## config.mk

```make
export PLATFORM = sky130hd
export DESIGN_NAME = lcwc_ram
export DESIGN_NICKNAME = d
export VERILOG_FILES = /design/src/hw/rtl/lcwc_ram.sv
export SDC_FILE = /design/constraint.sdc
export NUM_CORES = 1
export LEC_CHECK = 0
export BUFFER_PORTS_ARGS = -buffer_cell sky130_fd_sc_hd__buf_2
export CAP_MARGIN = 20
export CORE_MARGIN = 3
export CORE_UTILIZATION = 45
export CTS_CLUSTER_DIAMETER = 40
export CTS_CLUSTER_SIZE = 14
export DETAILED_ROUTE_END_ITERATION = 8
export PLACE_DENSITY = 0.67
export REMOVE_ABC_BUFFERS = 1
export SYNTH_ARGS = -nofsm -noshare
export SYNTH_HDL_FRONTEND = slang
export SYNTH_SLANG_ARGS = --single-unit
```

## constraint.sdc

```tcl
create_clock -name aclk -period 8.9 [get_ports aclk]
set_clock_uncertainty 0.2 [all_clocks]
set_input_delay 1.78 -clock aclk [delete_from_list [all_inputs] [get_ports aclk]]
set_output_delay 1.78 -clock aclk [all_outputs]
set_load 0.005 [all_outputs]
```

## src/hw/rtl/lcwc_ram.sv

```systemverilog
// Generic simple dual-port RAM with one write port and a registered read port.
// No dependencies.
`timescale 1ns / 1ps

module lcwc_ram #(
    parameter int WIDTH = 24,
    parameter int DEPTH = 10
) (
    input  logic                                     aclk,
    input  logic                                     wr_en,
    input  logic [(DEPTH > 1 ? $clog2(DEPTH) : 1)-1:0] wr_addr,
    input  logic [WIDTH-1:0]                         wr_data,
    input  logic [(DEPTH > 1 ? $clog2(DEPTH) : 1)-1:0] rd_addr,
    output logic [WIDTH-1:0]                         rd_data
);

    logic [WIDTH-1:0] mem [DEPTH];
    logic [WIDTH-1:0] rd_data_reg;

    always_ff @(posedge aclk) begin
        if (wr_en) begin
            mem[wr_addr] <= wr_data;
        end
        rd_data_reg <= mem[rd_addr];
    end

    assign rd_data = rd_data_reg;

endmodule

```

==> flow_summary.yaml <==
setup_path:
  cp_data_required_time_ps: 9030
  worstPathArrival_ps: 4000
  cp-end-kind: "flip-flop"
  slowest_delay_ps: 760
  critPathMostFrequentCell: "buf_4"
  slowest_stage: "buf_4"
  start_kind: "input port"
  critPathMaxFanout: 68
  critPathKind: "in2reg"
  r2r.worst_path.cells: 3
  path_cells: "buf_4, buf_4, mux2_2, o22ai_1, o31ai_1"
drt:
  remaining_drc_errors: 0
  routed_wl_mm: 19.2
  avgViaCountPerCell: 5.40
  drtIter0Drc: 382
  drtPass1Iterations: 4
  ant_nets: 0
  wl_per_cell_um: 21.1
  num_vias: 4917
clock_network:
  post-cts-setup-buffers: 0
  clock_latency_ps: 490
  cts_resized: 0
  clk_path_buf_depth: 3
  clk_pin_slew_ps: 60
  cts_tree: "done"
  numCtsBuffers: 35
  clock_sinks: 264
  h-tree-depth: 2
  cts_hold_buf: 0
  cts_root_buf: "clkbuf_16"
global_routing:
  grt_pass1_vias: 5120
  antenna_found_initial: 1
  grt.overflow.total: 0
  grt_max_degree: 69
  grtUsageTotal_pct: 16.3
  grt_first_pass_wirelength_mm: 29.5
floorplan:
  die_y_um: 154
  ios: 58
  die_area_mm2: 0.0237
  core.rowCount: 53
  die_x_um: 154
  core_region_area_mm2: 0.0213
  start_util_pct: 46.3
cells_and_area:
  nFillCells: 1631
  multi_input_area_mm2: 0.00207
  drive_gt1_share_pct: 33.6
  syn_to_final_growth_pct: 18.3
  regArea_mm2: 0.00769
  largest_reg_flops: 240
  nNetsFinal: 642
timing:
  setup_viol: 0
  finalHoldViolCount: 0
  fin_crit_sh_pct: 43.5
  period_minus_slack_ps: 3880
  finalMaxSlewViolations: 0
  tightest_slew_ps: 1060
  fin_setup_tns_ps: 0
  grt_setup_unrepaired: "false"
  fmaxAchievable_mhz: 258
  layout_setup_ws_ps: 5020
  slew_headroom_pct: 29.0
power_and_ir_drop:
  p_leak_nw: 4.08
  pwr_density_cell_mw_per_mm2: 247
  irDropWorstVdd_uv: 101
logic_synthesis:
  synth-edff-count: 240
  syn_inst: 528
  synthTopCellsByArea: "edfxtp_1 (73%), mux2_2 (8.2%), dfxtp_1 (4.9%)"
  yosys.area.top_type: "edfxtp_1"
  synth_ff_type: "edfxtp_1"
  seq_area_frac_synth_pct: 77.9
  syn_area_mm2: 0.00986
  synth_seq_cells: 264
  async_reset_ff_share_pct: 0
  avgSynthCellArea_um2: 18.7
  yosysMostFrequentCell: "edfxtp_1"
  synth.distinct_cells: 18
  yosysWarningCount: 0
  synth_top_cells_by_count: "edfxtp_1 (240), mux2_2 (72), mux2i_1 (48), nand2_1 (26)"
  synth_top_area_share_pct: 73.1
worst_hold_path:
  hp-class: "reg2reg"
  min_path_cells: 3
job:
  max_cap_viol_count: 0
placed_design:
  place.gp.congestion: 0.709
  post-place-ws_ps: 4490
  dpl.hpwl_mm: 9.80
  port_buffers: 57
status:
  outcome: "finished, final reports clean"
## cells by family (layout without fill, tap and decap cells)
logic type | count (synthesis) | after routing | share of synthesized area (%)
buffers and inverters | 28 | 134 | 1.55
and+or+nand+nor | 44 | 44 | 1.94
DFF | 264 | 264 | 77.9
other | 0 | 2 | 0
muxes | 120 | 120 | 13.1
AOI/OAI and AO/OA | 72 | 72 | 5.48
## routing by layer
layer / vias to the layer above / wire, um / global-route usage (%)
met3: 32 / 1360 / 3.41
met2: 153 / 9720 / 27.6
li1: 2276 / - / -
met1: 2456 / 7790 / 20.7
met4: 0 / 379 / 5.93
met5: - / 0 / 0
## cell usage in the layout (no fill, tap or decap), types with 4 or more instances in the layout
master	count
o22ai_1	24
buf_4	15
a22o_1	24
clkbuf_1	5
clkbuf_16	37
buf_2	56
edfxtp_1	240
o31ai_1	24
mux2_2	72
clkinv_2	6
dfxtp_1	24
nand2_1	26
clkinv_4	4
nor2_2	8
mux2i_1	48
## final timing paths
path	startpoint	endpoint	slack, ps
worst min register to register	mem[9][7]$_DFFE_PP_	rd_data[7]$_DFF_P_	370
worst max register to register	mem[7][11]$_DFFE_PP_	rd_data[11]$_DFF_P_	7620
worst max-delay path	rd_addr[0]	rd_data[6]$_DFF_P_	5020
worst min-delay path	mem[9][7]$_DFFE_PP_	rd_data[7]$_DFF_P_	370
## report_power, final
| group | switching, mW | leakage [nW] | internal, mW |
|---|---|---|---|
| Clock | 0.500 | 0.576 | 0.869 |
| Sequential | 0.00843 | 2.37 | 1.39 |
| Combinational | 0.0732 | 1.13 | 0.0521 |
| Total | 0.581 | 4.08 | 2.31 |
## through the flow
stage          power, mW  std cells  hold WS (ps)  area, um2  utilization [%]
4_1_cts             2.92        909           378      11700             54.8
6_report            2.89        911           374      11700             54.8
3_3_place_gp        1.54        846           353      10500             49.3
3_5_place_dp        1.55        846           360      10500             49.3
5_1_grt             2.98        910           402      11700             54.8
2_1_floorplan       1.48        500           341       9710                -
## critical path: cells and delay by family
kind / cells / cell delay, ps
AO/OA/AOI/OAI: 2 / 250
buffers and inverters: 2 / 1500
multiplexers: 1 / 420
## area by class of cell
cell class              count  area share [%]
flip-flops and latches    264            65.9
clock inverters            19            1.74
diodes                      2          0.0429
multi-input cells         236            17.7
clock buffers              44            8.33
well taps                 275            2.95
repair buffers             71            3.37
(Power assumes the default switching activity.)
