## src/hw/rtl/lcwc_pkg.sv

```systemverilog
// Package of the load cell weight conditioner: field widths, command and status codes,
// and the limits that the sequencer compares against. No dependencies.
`timescale 1ns / 1ps

package lcwc_pkg;

    localparam int RAW_W    = 24;
    localparam int KNOWN_W  = 24;
    localparam int FACTOR_W = 32;
    localparam int WEIGHT_W = 33;
    localparam int STATUS_W = 4;
    localparam int CMD_W    = 2;
    localparam int LEN_W    = 8;

    localparam int S_TDATA_W = 104;
    localparam int M_TDATA_W = 96;

    localparam int DEFAULT_WINDOW_DEPTH = 10;

    // Shared divider widths: signed dividend, signed divisor, magnitude widths.
    localparam int DVD_W     = 42;
    localparam int DVS_W     = 33;
    localparam int MAG_W     = 41;
    localparam int DVS_MAG_W = 32;
    localparam int DIV_CNT_W = 6;

    localparam logic [CMD_W-1:0] CMD_MEASURE = 2'd0;
    localparam logic [CMD_W-1:0] CMD_TARE    = 2'd1;
    localparam logic [CMD_W-1:0] CMD_CAL     = 2'd2;
    localparam logic [CMD_W-1:0] CMD_LOAD    = 2'd3;

    localparam logic [CMD_W-1:0] KIND_NONE = 2'd0;

    localparam logic [STATUS_W-1:0] ST_WEIGHT     = 4'd0;
    localparam logic [STATUS_W-1:0] ST_REJECTED   = 4'd1;
    localparam logic [STATUS_W-1:0] ST_ACCUM      = 4'd2;
    localparam logic [STATUS_W-1:0] ST_TARED      = 4'd3;
    localparam logic [STATUS_W-1:0] ST_CALIBRATED = 4'd4;
    localparam logic [STATUS_W-1:0] ST_NO_VALID   = 4'd5;
    localparam logic [STATUS_W-1:0] ST_DELTA_SMALL = 4'd6;
    localparam logic [STATUS_W-1:0] ST_BAD_WEIGHT = 4'd7;
    localparam logic [STATUS_W-1:0] ST_LOADED     = 4'd8;

    localparam logic [LEN_W-1:0] MIN_BATCH = 8'd20;
    localparam logic [LEN_W-1:0] DEFAULT_BATCH_LENGTH = 8'd20;

    localparam logic signed [RAW_W-1:0] RAIL_HI      = 24'sh7FFFFF;
    localparam logic signed [RAW_W-1:0] RAIL_LO      = 24'sh800000;
    localparam logic signed [RAW_W-1:0] REJECT_LIMIT = 24'sd8000000;
    localparam logic signed [RAW_W:0]   MIN_DELTA    = 25'sd50;
    localparam logic signed [FACTOR_W-1:0] ONE_Q8    = 32'sd256;
    localparam int UNCAL_DIVISOR = 10000;

endpackage

```

## src/hw/rtl/lcwc_div.sv

```systemverilog
// Shared signed divider, one quotient bit per cycle, truncating toward zero.
// Depends on lcwc_pkg for the operand widths.
`timescale 1ns / 1ps

module lcwc_div (
    input  logic                               aclk,
    input  logic                               aresetn,
    input  logic                               start,
    input  logic signed [lcwc_pkg::DVD_W-1:0]  dividend,
    input  logic signed [lcwc_pkg::DVS_W-1:0]  divisor,
    output logic                               done,
    output logic signed [lcwc_pkg::DVD_W-1:0]  quotient
);

    localparam int DVD_W = lcwc_pkg::DVD_W;
    localparam int DVS_W = lcwc_pkg::DVS_W;
    localparam int MAG_W = lcwc_pkg::MAG_W;
    localparam int DM_W  = lcwc_pkg::DVS_MAG_W;
    localparam int CNT_W = lcwc_pkg::DIV_CNT_W;

    logic             busy_reg, busy_next;
    logic             fix_reg, fix_next;
    logic             done_reg, done_next;
    logic             neg_reg, neg_next;
    logic [CNT_W-1:0] cnt_reg, cnt_next;
    logic [DM_W-1:0]  dvs_reg, dvs_next;
    logic [DM_W-1:0]  rem_reg, rem_next;
    logic [MAG_W-1:0] acc_reg, acc_next;
    logic signed [DVD_W-1:0] quot_reg, quot_next;

    logic [DVD_W-1:0] dvd_abs;
    logic [DVS_W-1:0] dvs_abs;
    logic [DM_W:0]    trial;
    logic [DM_W:0]    diff;
    logic             ge;

    always_comb begin
        dvd_abs = dividend[DVD_W-1] ? DVD_W'(-dividend) : DVD_W'(dividend);
        dvs_abs = divisor[DVS_W-1] ? DVS_W'(-divisor) : DVS_W'(divisor);
        trial   = {rem_reg, acc_reg[MAG_W-1]};
        diff    = trial - {1'b0, dvs_reg};
        ge      = (trial >= {1'b0, dvs_reg});

        busy_next = busy_reg;
        fix_next  = 1'b0;
        done_next = 1'b0;
        neg_next  = neg_reg;
        cnt_next  = cnt_reg;
        dvs_next  = dvs_reg;
        rem_next  = rem_reg;
        acc_next  = acc_reg;
        quot_next = quot_reg;

        if (start) begin
            busy_next = 1'b1;
            neg_next  = dividend[DVD_W-1] ^ divisor[DVS_W-1];
            cnt_next  = '0;
            dvs_next  = dvs_abs[DM_W-1:0];
            rem_next  = '0;
            acc_next  = dvd_abs[MAG_W-1:0];
        end else if (busy_reg) begin
            rem_next = ge ? diff[DM_W-1:0] : trial[DM_W-1:0];
            acc_next = {acc_reg[MAG_W-2:0], ge};
            cnt_next = cnt_reg + 1'b1;
            if (cnt_reg == CNT_W'(MAG_W - 1)) begin
                busy_next = 1'b0;
                fix_next  = 1'b1;
            end
        end else if (fix_reg) begin
            quot_next = neg_reg ? -$signed({1'b0, acc_reg}) : $signed({1'b0, acc_reg});
            done_next = 1'b1;
        end
    end

    always_ff @(posedge aclk) begin
        if (!aresetn) begin
            busy_reg <= 1'b0;
            fix_reg  <= 1'b0;
            done_reg <= 1'b0;
        end else begin
            busy_reg <= busy_next;
            fix_reg  <= fix_next;
            done_reg <= done_next;
        end
        neg_reg  <= neg_next;
        cnt_reg  <= cnt_next;
        dvs_reg  <= dvs_next;
        rem_reg  <= rem_next;
        acc_reg  <= acc_next;
        quot_reg <= quot_next;
    end

    assign done     = done_reg;
    assign quotient = quot_reg;

endmodule

```

## config.mk

```make
export PLATFORM = sky130hd
export DESIGN_NAME = lcwc_div
export DESIGN_NICKNAME = d
export VERILOG_FILES = /design/src/hw/rtl/lcwc_pkg.sv /design/src/hw/rtl/lcwc_div.sv
export SDC_FILE = /design/constraint.sdc
export NUM_CORES = 1
export LEC_CHECK = 0
export ABC_AREA = 1
export BUFFER_PORTS_ARGS = -buffer_cell sky130_fd_sc_hd__buf_2
export CORE_UTILIZATION = 55
export DETAILED_ROUTE_END_ITERATION = 8
export PLACE_DENSITY = 0.75
export SETUP_SLACK_MARGIN = 0.3
export SLEW_MARGIN = 10
export SYNTH_ARGS = -nofsm -noshare
export SYNTH_HDL_FRONTEND = slang
export SYNTH_SLANG_ARGS = --single-unit
export TNS_END_PERCENT = 20
```

## constraint.sdc

```tcl
create_clock -name aclk -period 9.87 [get_ports aclk]
set_input_delay 0.4935 -clock aclk [delete_from_list [all_inputs] [get_ports aclk]]
set_output_delay 0.4935 -clock aclk [all_outputs]
set_load 0.1 [all_outputs]
```

==> impl_metrics.csv, run 1 <==
group,metric,value,unit
logic_synthesis,ys_types,45,
critical_path,slowest_stage,"nor2_4",
timing,hold_viol,0,
critical_path,worstSetupStartpointType,"input pin",
final_layout,final_util,63.81,%
placement,dpl.cell_count,2067,
final_layout,nets,1932,
final_layout,largest_reg_flops,42,
timing,fin_setup_tns,0,ns
clock_network,postCtsSetupBuffers,0,
clock_network,ctsHoldBuffers,0,
floorplanning,io_pins,121,
power_and_ir_drop,p_clk_share,38.0,%
routing,drt_iter0_drc,595,
power_and_ir_drop,pwr-share-comb,17.0,%
final_layout,nFillCells,1935,
clock_network,cts_htree_levels,4,
critical_path,path_class,"in2reg",
timing,fin_worst_skew,0.01518,ns
routing,detail-route-antenna-nets,0,
logic_synthesis,yosys_warnings,0,
timing,finalSetupViolCount,0,
logic_synthesis,syn_nets,1828,
routing,wl_met3,1.557,mm
logic_synthesis,async_flop_share,0,%
critical_path,cp_max_fo,71,
timing,worst_pin_slew,1.183,ns
placement,dp_hpwl,25.27,mm
power_and_ir_drop,p_per_area,134.4,mW/mm²
timing,fmaxAchievable,0.2933,GHz
clock_network,cts_tree,"done",
clock_network,postCtsResizedCells,0,
final_layout,multi_input_area,0.006197,mm²
final_layout,area.growth.synth_to_final,12.17,%
logic_synthesis,synth_ff_type,"edfxtp_1",
clock_network,cts_buffer_depth,2,
logic_synthesis,avgSynthCellArea,6.831,µm²
outcome,outcome,"complete, no violations",
placement,placed_cell_area,0.01250,mm²
floorplanning,start_util,56.88,%
floorplanning,die-height,147.8,µm
routing,m1WireLength,13.53,mm
routing,avgRoutedWirePerCell,15.35,µm
power_and_ir_drop,p_seq_share,45.0,%
floorplanning,die_w,147.8,µm
floorplanning,die_area,0.02185,mm²
clock_network,cts_root_buf,"clkbuf_16",
logic_synthesis,synth-seq-cells,157,
global_route,grtUsageTotal,30.48,%
logic_synthesis,synth_edf_count,116,
routing,vias_per_cell,5.226,
routing,wl_met2,15.82,mm
routing,finalWirelength,32.24,mm
clock_network,cts_made_buffers,17,
power_and_ir_drop,internal-power,1.211,mW
floorplanning,num_rows,52,
logic_synthesis,yosysSeqAreaShare,36.80,%
global_route,grt_pass1_wl,51.67,mm
global_route,grt_max_degree,72,
global_route,overflow,0,
global_route,antenna_found_initial,1,
power_and_ir_drop,finalPower,1.763,mW
critical_path,path_cells,"buf_2 > buf_4 > nor2_4 > inv_2 > nor2_4",
timing,rsz0062_at_grt,"false",
logic_synthesis,syn_inst,1712,
routing,top_layer,"met4",
run,maxCapViolations,0,
clock_network,cts_sinks,157,
power_and_ir_drop,p_leak,6.403,nW
global_route,grt_pass1_vias,10690,
routing,dr.pass1.iters,6,
routing,route.detailed.drc,0,
critical_path,worstPathArrival,3.46,ns
critical_path,cp_common_cell,"nor2_4",
timing,min_period,3.410,ns
placement,gp_congestion,0.9770,
clock_network,insertion_delay,0.44,ns
placement,dp_slack,5.990,ns
critical_path,cp_slowest_stage_delay,1.07,ns
power_and_ir_drop,switching_share,31.27,%
timing,period_share,34.54,%
routing,vias,10970,
final_layout,layout-drive-gt1-share,10.66,%
power_and_ir_drop,max-vdd-ir-drop,0.09083,mV
floorplanning,fp.coreArea,0.02056,mm²
logic_synthesis,syn_area,0.01169,mm²
critical_path,required,9.92,ns
placement,io_buffer_count,120,
timing,layout_setup_ws,6.460,ns
clock_network,path_clk_slew,0.07,ns
critical_path,crit_path_end_kind,"flop",
timing,slew_headroom,20.92,%
power_and_ir_drop,p_sw,0.5511,mW
timing,holdWs,0.2588,ns
final_layout,final_cell_area,0.01312,mm²
min_path,holdCritPathClass,"in2reg",
final_layout,regArea,0.004304,mm²
timing,drv_slew,0,
final_layout,finalNonFillerCells,2100,
per-layer routing:
layer / vias to the layer above / GRT usage [%]
li1: 5612 / -
met1: 4978 / 36.46
met2: 316 / 53.09
met3: 68 / 4.599
met4: 0 / 15.67
met5: - / 0
final cells by class:
cell class,count,area share (%)
clock inverter,15,1.440
clock buffer,17,3.243
inverter,273,7.811
sequential,157,32.81
timing repair buffer,125,4.864
multi-input combinational,1242,47.24
antenna,1,0.01907
tap,270,2.575
cell families after synthesis:
logic type,count (synthesis),share of synthesized area (%)
AND/OR/NAND/NOR,971,34.93
XOR/XNOR,103,7.714
adder cells (fa/ha/maj),38,4.130
buffers and inverters,313,10.33
flip-flops,157,36.80
AO/OA/AOI/OAI,130,6.088
cell usage after synthesis, drive strengths merged (22+ instances only):
cell type / instances / share of area (%)
dfxtp: 41 / 7.0
xor2: 68 / 5.1
xnor2: 35 / 2.6
nor3: 25 / 1.3
nor2: 186 / 6.1
ha: 37 / 4.0
edfxtp: 116 / 30
clkbuf: 22 / 0.71
o21ai: 77 / 3.4
inv: 272 / 8.7
nand2: 574 / 19
nand3: 136 / 5.9
a21oi: 37 / 1.7
worst max-delay path: cells and delay by family:
family / cells / cell delay, ns
AND/OR/NAND/NOR: 2 / 1.85
buffers and inverters: 3 / 1.06
placed cells by master (no fill, tap or decap), types with 5 or more instances in the layout:
cell	Yosys	routed
nand2_1	564	564
inv_1	271	270
nor2_1	180	178
nand3_1	135	135
buf_2	9	120
edfxtp_1	116	116
o21ai_0	71	71
xor2_1	68	68
dfxtp_1	41	41
ha_1	37	37
a21oi_1	35	35
xnor2_1	35	35
nor3_1	21	21
nand4_1	17	17
clkbuf_16	0	17
nand3b_1	15	15
or2_2	8	8
nand2_2	7	7
a31oi_1	6	6
nor2_2	5	5
inv_8	0	5
clkinv_8	0	5
buf_4	0	5
path summary, 6_finish.rpt:
kind,startpoint,depth (start not counted),to,slack (ns)
setup reg to reg,busy_reg,3,quotient[18],6.64
hold / removal,divisor[0],1,dvs_reg[0],0.26
hold reg to reg,rem_reg[27],2,rem_reg[27],0.47
setup / recovery,start,5,quotient[18],6.46
power groups by stage:
| stage | Combinational, mW | Clock (mW) | Sequential (mW) |
|---|---|---|---|
| 2_1_floorplan | 0.207 | 0 | 0.796 |
| 3_3_place_gp | 0.291 | 0 | 0.806 |
| 3_5_place_dp | 0.296 | 0 | 0.807 |
| 4_1_cts | 0.298 | 0.683 | 0.792 |
| 5_1_grt | 0.335 | 0.704 | 0.797 |
| 6_report | 0.299 | 0.671 | 0.793 |
Power figures use the tool's default switching activity.
==> run 2, diff against run 1 <==
--- a/config.mk
+++ b/config.mk
@@ -9,7 +9,7 @@
 export BUFFER_PORTS_ARGS = -buffer_cell sky130_fd_sc_hd__buf_2
 export CORE_UTILIZATION = 55
 export DETAILED_ROUTE_END_ITERATION = 8
-export PLACE_DENSITY = 0.75
+export PLACE_DENSITY = 0.78
 export SETUP_SLACK_MARGIN = 0.3
 export SLEW_MARGIN = 10
 export SYNTH_ARGS = -nofsm -noshare
==> constraint.sdc (replaced) <==
create_clock -name aclk -period 3.01 [get_ports aclk]
set_input_delay 0.1505 -clock aclk [delete_from_list [all_inputs] [get_ports aclk]]
set_output_delay 0.1505 -clock aclk [all_outputs]
set_load 0.1 [all_outputs]
==> run 2 against run 1 <==
Net effect:
- die area unchanged
- clock skew about the same
- non-clock buffer count up 9
- sequential share of layout area down 0.091 points
- first-iteration DRC count up 27%
- critical path type is now reg2reg
- power rose to 3.2 times the previous value
- combinational power rose to 3.3 times the previous value
- core utilization up 0.18 points
- cell count up 0.38%
- clock power rose to 3.1 times the previous value
==> impl_metrics.csv, run 2 (same netlist as run 1, synthesis figures left out) <==
group,metric,value,unit
outcome,outcome,"complete, no violations",
timing,fin_worst_skew,0.01529,ns
timing,rsz0062_at_grt,"false",
clock_network,path_clk_slew,0.06,ns
critical_path,setup.worst_path.start,"dvs_reg[2]",
final_layout,finalNonFillerCells,2108,
floorplanning,fp.coreArea,0.02056,mm²
timing,fin_setup_tns,0,ns
global_route,overflow,0,
timing,drv_slew,0,
critical_path,worstPathArrival,2.87,ns
final_layout,largest_reg_flops,42,
critical_path,cp_slowest_stage_delay,0.42,ns
final_layout,multi_input_area,0.006192,mm²
min_path,hold_depth,3,
critical_path,timing.rr.end,"rem_reg[14]",
timing,worst_pin_slew,1.237,ns
run,maxCapViolations,0,
floorplanning,start_util,56.88,%
final_layout,area.growth.synth_to_final,12.49,%
global_route,grt_pass1_vias,10790,
routing,avgRoutedWirePerCell,15.28,µm
critical_path,cp_max_fo,17,
routing,route.detailed.drc,0,
placement,dpl.cell_count,2075,
power_and_ir_drop,p_per_area,433.0,mW/mm²
clock_network,cts_tree,"done",
final_layout,layout-drive-gt1-share,10.99,%
critical_path,ff2ff_setup_slack,0.45,ns
power_and_ir_drop,pwr-share-comb,17.4,%
routing,vias,11270,
clock_network,cts_sinks,157,
routing,finalWirelength,32.22,mm
final_layout,nets,1941,
final_layout,antenna_cells,0,
timing,slew_headroom,17.44,%
power_and_ir_drop,p_clk_share,37.0,%
critical_path,cp_common_cell,"nand2_1",
global_route,grt_pass1_wl,51.78,mm
clock_network,cts_made_buffers,17,
critical_path,crit_path_end_kind,"flop",
timing,hold_viol,0,
timing,finalSetupViolCount,0,
timing,min_period,2.558,ns
routing,vias_per_cell,5.344,
floorplanning,die_w,147.8,µm
global_route,grtUsageTotal,30.37,%
routing,detail-route-antenna-nets,0,
global_route,grt_max_degree,69,
critical_path,slowest_stage,"ha_1",
critical_path,timing.rr.start,"dvs_reg[2]",
clock_network,cts_buffer_depth,2,
power_and_ir_drop,p_sw,1.675,mW
placement,dp_hpwl,25.27,mm
min_path,holdCritStartpoint,"aresetn",
critical_path,path_cells,"inv_1 > ha_1 > nand2_1 > nor2_1 > nand2_1 > nand3_2 > nand2_2 > nand2_4 > nand2_2 > nand2_2 > nand2_4 > nand2_4 > buf_4 > nand2_1 > nand3_1 > nand2_1",
global_route,antenna_found_initial,0,
critical_path,path_class,"reg2reg",
power_and_ir_drop,p_leak,6.418,nW
critical_path,required,3.32,ns
timing,fmaxAchievable,0.3909,GHz
routing,dr.pass1.iters,5,
floorplanning,die_area,0.02185,mm²
floorplanning,die-height,147.8,µm
floorplanning,io_pins,121,
final_layout,regArea,0.004304,mm²
final_layout,final_cell_mix,"564 x nand2_1, 270 x inv_1, 178 x nor2_1, 135 x nand3_1, 120 x buf_2",
floorplanning,num_rows,52,
power_and_ir_drop,internal-power,4.021,mW
clock_network,insertion_delay,0.43,ns
power_and_ir_drop,p_seq_share,45.6,%
clock_network,cts_htree_levels,4,
final_layout,nFillCells,1935,
clock_network,cts_root_buf,"clkbuf_16",
min_path,holdCritPathClass,"in2reg",
power_and_ir_drop,switching_share,29.41,%
critical_path,worstSetupStartpointType,"flop",
power_and_ir_drop,max-vdd-ir-drop,0.3789,mV
placement,io_buffer_count,120,
critical_path,crit_end,"rem_reg[14]",
timing,period_share,84.98,%
critical_path,r2r_cells,16,
final_layout,layout_commonest_cell,"nand2_1",
routing,drt_iter0_drc,758,
placement,gp_congestion,1.004,
## run 2: changes by cell type in the layout (fill, tap and decap cells not counted), sizes merged
cell         delta
clkinv          -3
dlygate4sd3     +1
inv             -4
clkbuf          +2
bufinv          +1
diode           -1
clkinvlp        +4
buf             +8
## run 2: routing by layer
layer	up-vias	track usage, %	wire (µm)	part of all wire, %
li1	5622	-	-	-
met1	5147	36.06	13270	41
met4	0	16.34	1391	4.3
met5	-	0	0	0
met2	408	53.70	15870	49
met3	89	3.488	1685	5.2
## run 2: stage by stage
stage / hold WS [ns] / cell area [µm²] / power, mW / setup WS, ns / utilization (%)
after floorplan: 0.2494 / 11700 / 3.292 / 0.4777 / -
after global placement: 0.3480 / 12570 / 3.602 / 0.6084 / 61.14
after detailed placement: 0.3521 / 12570 / 3.620 / 0.5343 / 61.14
after CTS: 0.002012 / 13160 / 5.707 / 0.4848 / 63.98
after global routing: 0.01561 / 13160 / 5.918 / 0.3471 / 63.98
final: 0.007525 / 13160 / 5.696 / 0.4521 / 63.98
## run 2: power by group through the flow
stage	registers, mW	clock network [mW]	logic, mW
floorplan	2.61	0	0.680
global placement	2.64	0	0.963
detailed placement	2.64	0	0.977
CTS	2.60	2.13	0.984
global route	2.61	2.20	1.11
finish	2.60	2.10	0.992
## run 2: cell type report
class / instances / area share (%)
timing repair buffer: 134 / 5.478
inverter: 273 / 7.790
sequential: 157 / 32.72
tap: 270 / 2.568
clock inverter: 13 / 1.008
multi-input combinational: 1242 / 47.07
clock buffer: 19 / 3.367
## run 2: worst min path at each step
stage / to / slack [ns]
final: done / 0.008
after global placement: dvs_reg[0] / 0.35
after floorplan: dvs_reg[0] / 0.25
after CTS: done / 0.002
after detailed placement: dvs_reg[0] / 0.35
after global routing: done / 0.02
## run 2: critical path: cells and delay by family, from the launching register on
family | cells | cell delay (ns)
adder cells (fa/ha/maj) | 1 | 0.42
AND/OR/NAND/NOR | 13 | 1.34
flip-flops | 1 | 0.33
buffers and inverters | 2 | 0.33
## run 2: timing repair
item | CTS | global route
endpoints found under the hold margin | 1 | 0
setup buffers | 0 | 0
hold buffers | 1 | 0
resized for setup | 0 | 0
endpoints found under the setup margin | 0 | 0
==> run 3, diff against run 2 <==
--- a/config.mk
+++ b/config.mk
@@ -9,7 +9,7 @@
 export BUFFER_PORTS_ARGS = -buffer_cell sky130_fd_sc_hd__buf_2
 export CORE_UTILIZATION = 55
 export DETAILED_ROUTE_END_ITERATION = 8
-export PLACE_DENSITY = 0.78
+export PLACE_DENSITY = 0.75
 export SETUP_SLACK_MARGIN = 0.3
 export SLEW_MARGIN = 10
 export SYNTH_ARGS = -nofsm -noshare
==> constraint.sdc (replaced) <==
create_clock -name aclk -period 2.6 [get_ports aclk]
set_input_delay 0.13 -clock aclk [delete_from_list [all_inputs] [get_ports aclk]]
set_output_delay 0.13 -clock aclk [all_outputs]
set_load 0.1 [all_outputs]
==> run 3 against run 2 <==
Net effect:
- register-to-register slack got worse by 0.09 ns
- cell count rose by 0.47%
- worst hold slack improved by 0.0081 ns
- critical path type unchanged
- largest cell class unchanged
==> impl_metrics.csv, run 3 (same netlist as run 1, synthesis figures left out) <==
group,metric,value,unit
outcome,outcome,"complete, no violations",
min_path,hold_end,"dvs_reg[15]",
routing,vias_per_cell,5.236,
power_and_ir_drop,p_leak,6.495,nW
clock_network,cts_tree,"done",
routing,avgRoutedWirePerCell,15.55,µm
final_layout,nets,1949,
clock_network,insertion_delay,0.45,ns
routing,dr.pass1.iters,5,
floorplanning,die-height,147.8,µm
critical_path,timing.rr.start,"dvs_reg[28]",
timing,layout_setup_ws,0.3607,ns
timing,worst_pin_slew,0.8224,ns
floorplanning,num_rows,52,
power_and_ir_drop,p_sw,2.096,mW
critical_path,cp_max_fo,16,
critical_path,worstSetupStartpointType,"flop",
critical_path,path_class,"reg2reg",
routing,vias,11090,
min_path,holdCritStartpoint,"divisor[15]",
global_route,grt_pass1_vias,10480,
timing,fmaxAchievable,0.4466,GHz
timing,rsz0062_at_grt,"true",
final_layout,layout_commonest_cell,"nand2_1",
clock_network,cts_sinks,157,
power_and_ir_drop,p_seq_share,45.0,%
timing,slew_headroom,45.18,%
clock_network,cts_root_buf,"clkbuf_16",
placement,dp_hpwl,25.84,mm
routing,route.detailed.drc,0,
critical_path,setup.worst_path.start,"dvs_reg[28]",
clock_network,cts_made_buffers,17,
timing,hold_viol,0,
critical_path,timing.rr.end,"acc_reg[0]",
global_route,grt_pass1_wl,52.87,mm
min_path,holdCritPathClass,"in2reg",
critical_path,required,2.79,ns
final_layout,area.growth.synth_to_final,14.17,%
floorplanning,die_area,0.02185,mm²
clock_network,cts_htree_levels,4,
floorplanning,io_pins,121,
power_and_ir_drop,p_clk_share,37.3,%
floorplanning,fp.coreArea,0.02056,mm²
placement,io_buffer_count,120,
timing,period_share,86.13,%
floorplanning,start_util,56.88,%
timing,finalSetupViolCount,0,
timing,min_period,2.239,ns
final_layout,final_util,64.94,%
timing,fin_worst_skew,0.01932,ns
clock_network,cts_buffer_depth,2,
power_and_ir_drop,internal-power,4.589,mW
global_route,antenna_found_initial,3,
critical_path,ff2ff_setup_slack,0.36,ns
placement,gp_congestion,0.9656,
clock_network,path_clk_slew,0.08,ns
global_route,grtUsageTotal,31.28,%
routing,drt_iter0_drc,943,
floorplanning,die_w,147.8,µm
power_and_ir_drop,finalPower,6.684,mW
global_route,grt_max_degree,68,
timing,drv_slew,0,
power_and_ir_drop,p_per_area,500.6,mW/mm²
power_and_ir_drop,switching_share,31.35,%
power_and_ir_drop,max-vdd-ir-drop,0.3425,mV
routing,detail-route-antenna-nets,0,
final_layout,final_cell_mix,"557 x nand2_1, 270 x inv_1, 171 x nor2_1, 132 x nand3_1, 120 x buf_2",
placement,dp_slack,0.2814,ns
min_path,hold_depth,3,
timing,fin_setup_tns,0,ns
critical_path,crit_path_end_kind,"flop",
power_and_ir_drop,pwr-share-comb,17.7,%
final_layout,layout-drive-gt1-share,12.57,%
critical_path,worstPathArrival,2.43,ns
global_route,overflow,0,
routing,finalWirelength,32.93,mm
critical_path,r2r_cells,13,
run,maxCapViolations,0,
final_layout,largest_reg_flops,42,
==> run 3: cell types whose count changed in the layout (fill, tap and decap cells not counted), moves of 4 or more <==
cell / previous run / this run
nor2_2: 6 / 10
nand2_2: 7 / 14
nor2_1: 178 / 171
nand2_1: 564 / 557
==> run 3: worst max path at each step <==
stage,to,cells past startpoint
3_3_place_gp,rem_reg[23],13
2_1_floorplan,quotient[0],4
6_report,acc_reg[0],13
5_1_grt,rem_reg[23],13
3_5_place_dp,acc_reg[0],13
4_1_cts,rem_reg[23],13
==> run 3: through the flow <==
stage | cell area, µm² | std cells | hold WS [ns]
3_3_place_gp | 12620 | 2080 | 0.3519
5_1_grt | 13350 | 2117 | 0.007185
4_1_cts | 13230 | 2115 | 0.008440
2_1_floorplan | 11720 | 1712 | 0.2289
3_5_place_dp | 12620 | 2080 | 0.3526
6_report | 13350 | 2118 | 0.01561
==> run 3: per-layer routing <==
metal | part of all wire, % | global-route usage, % | routed length, µm
met1 | 43 | 40.47 | 14250
met2 | 48 | 52.57 | 15640
met3 | 5.7 | 4.599 | 1891
met4 | 3.4 | 12.47 | 1130
met5 | 0.039 | 0 | 13
==> run 3: cell type report <==
cell class | count | area (µm²)
multi-input combinational | 1242 | 6286
timing repair buffer | 142 | 804.5
clock inverter | 15 | 160.2
tap | 270 | 337.8
antenna | 2 | 5.005
clock buffer | 17 | 425.4
sequential | 157 | 4304
inverter | 273 | 1028
fill | 1979 | 7208
==> run 3: critical path, cell delays in order, from the launching register on <==
cell	delay, ns
edfxtp_1	0.32
inv_1	0.04
ha_1	0.37
nand2_2	0.15
inv_2	0.05
a21oi_2	0.17
nor2_1	0.06
nor2_1	0.11
nand2_1	0.10
a21oi_4	0.20
nand2_4	0.09
buf_8	0.17
nand2_1	0.06
o21ai_0	0.10
==> run 3: power by group through the flow <==
stage / registers, mW / logic [mW] / clock network [mW]
2_1_floorplan: 3.02 / 0.792 / 0
3_3_place_gp: 3.05 / 1.13 / 0
3_5_place_dp: 3.06 / 1.14 / 0
4_1_cts: 3.00 / 1.16 / 2.52
5_1_grt: 3.02 / 1.32 / 2.64
6_report: 3.01 / 1.18 / 2.49
==> run 3: what timing repair did <==
item / CTS / global route
endpoints found under the hold margin: 5 / 0
setup buffers: 0 / 1
setup endpoints to repair: 5 / 39
hold buffers: 3 / 0
resized for setup: 0 / 31
pin swaps: 0 / 1
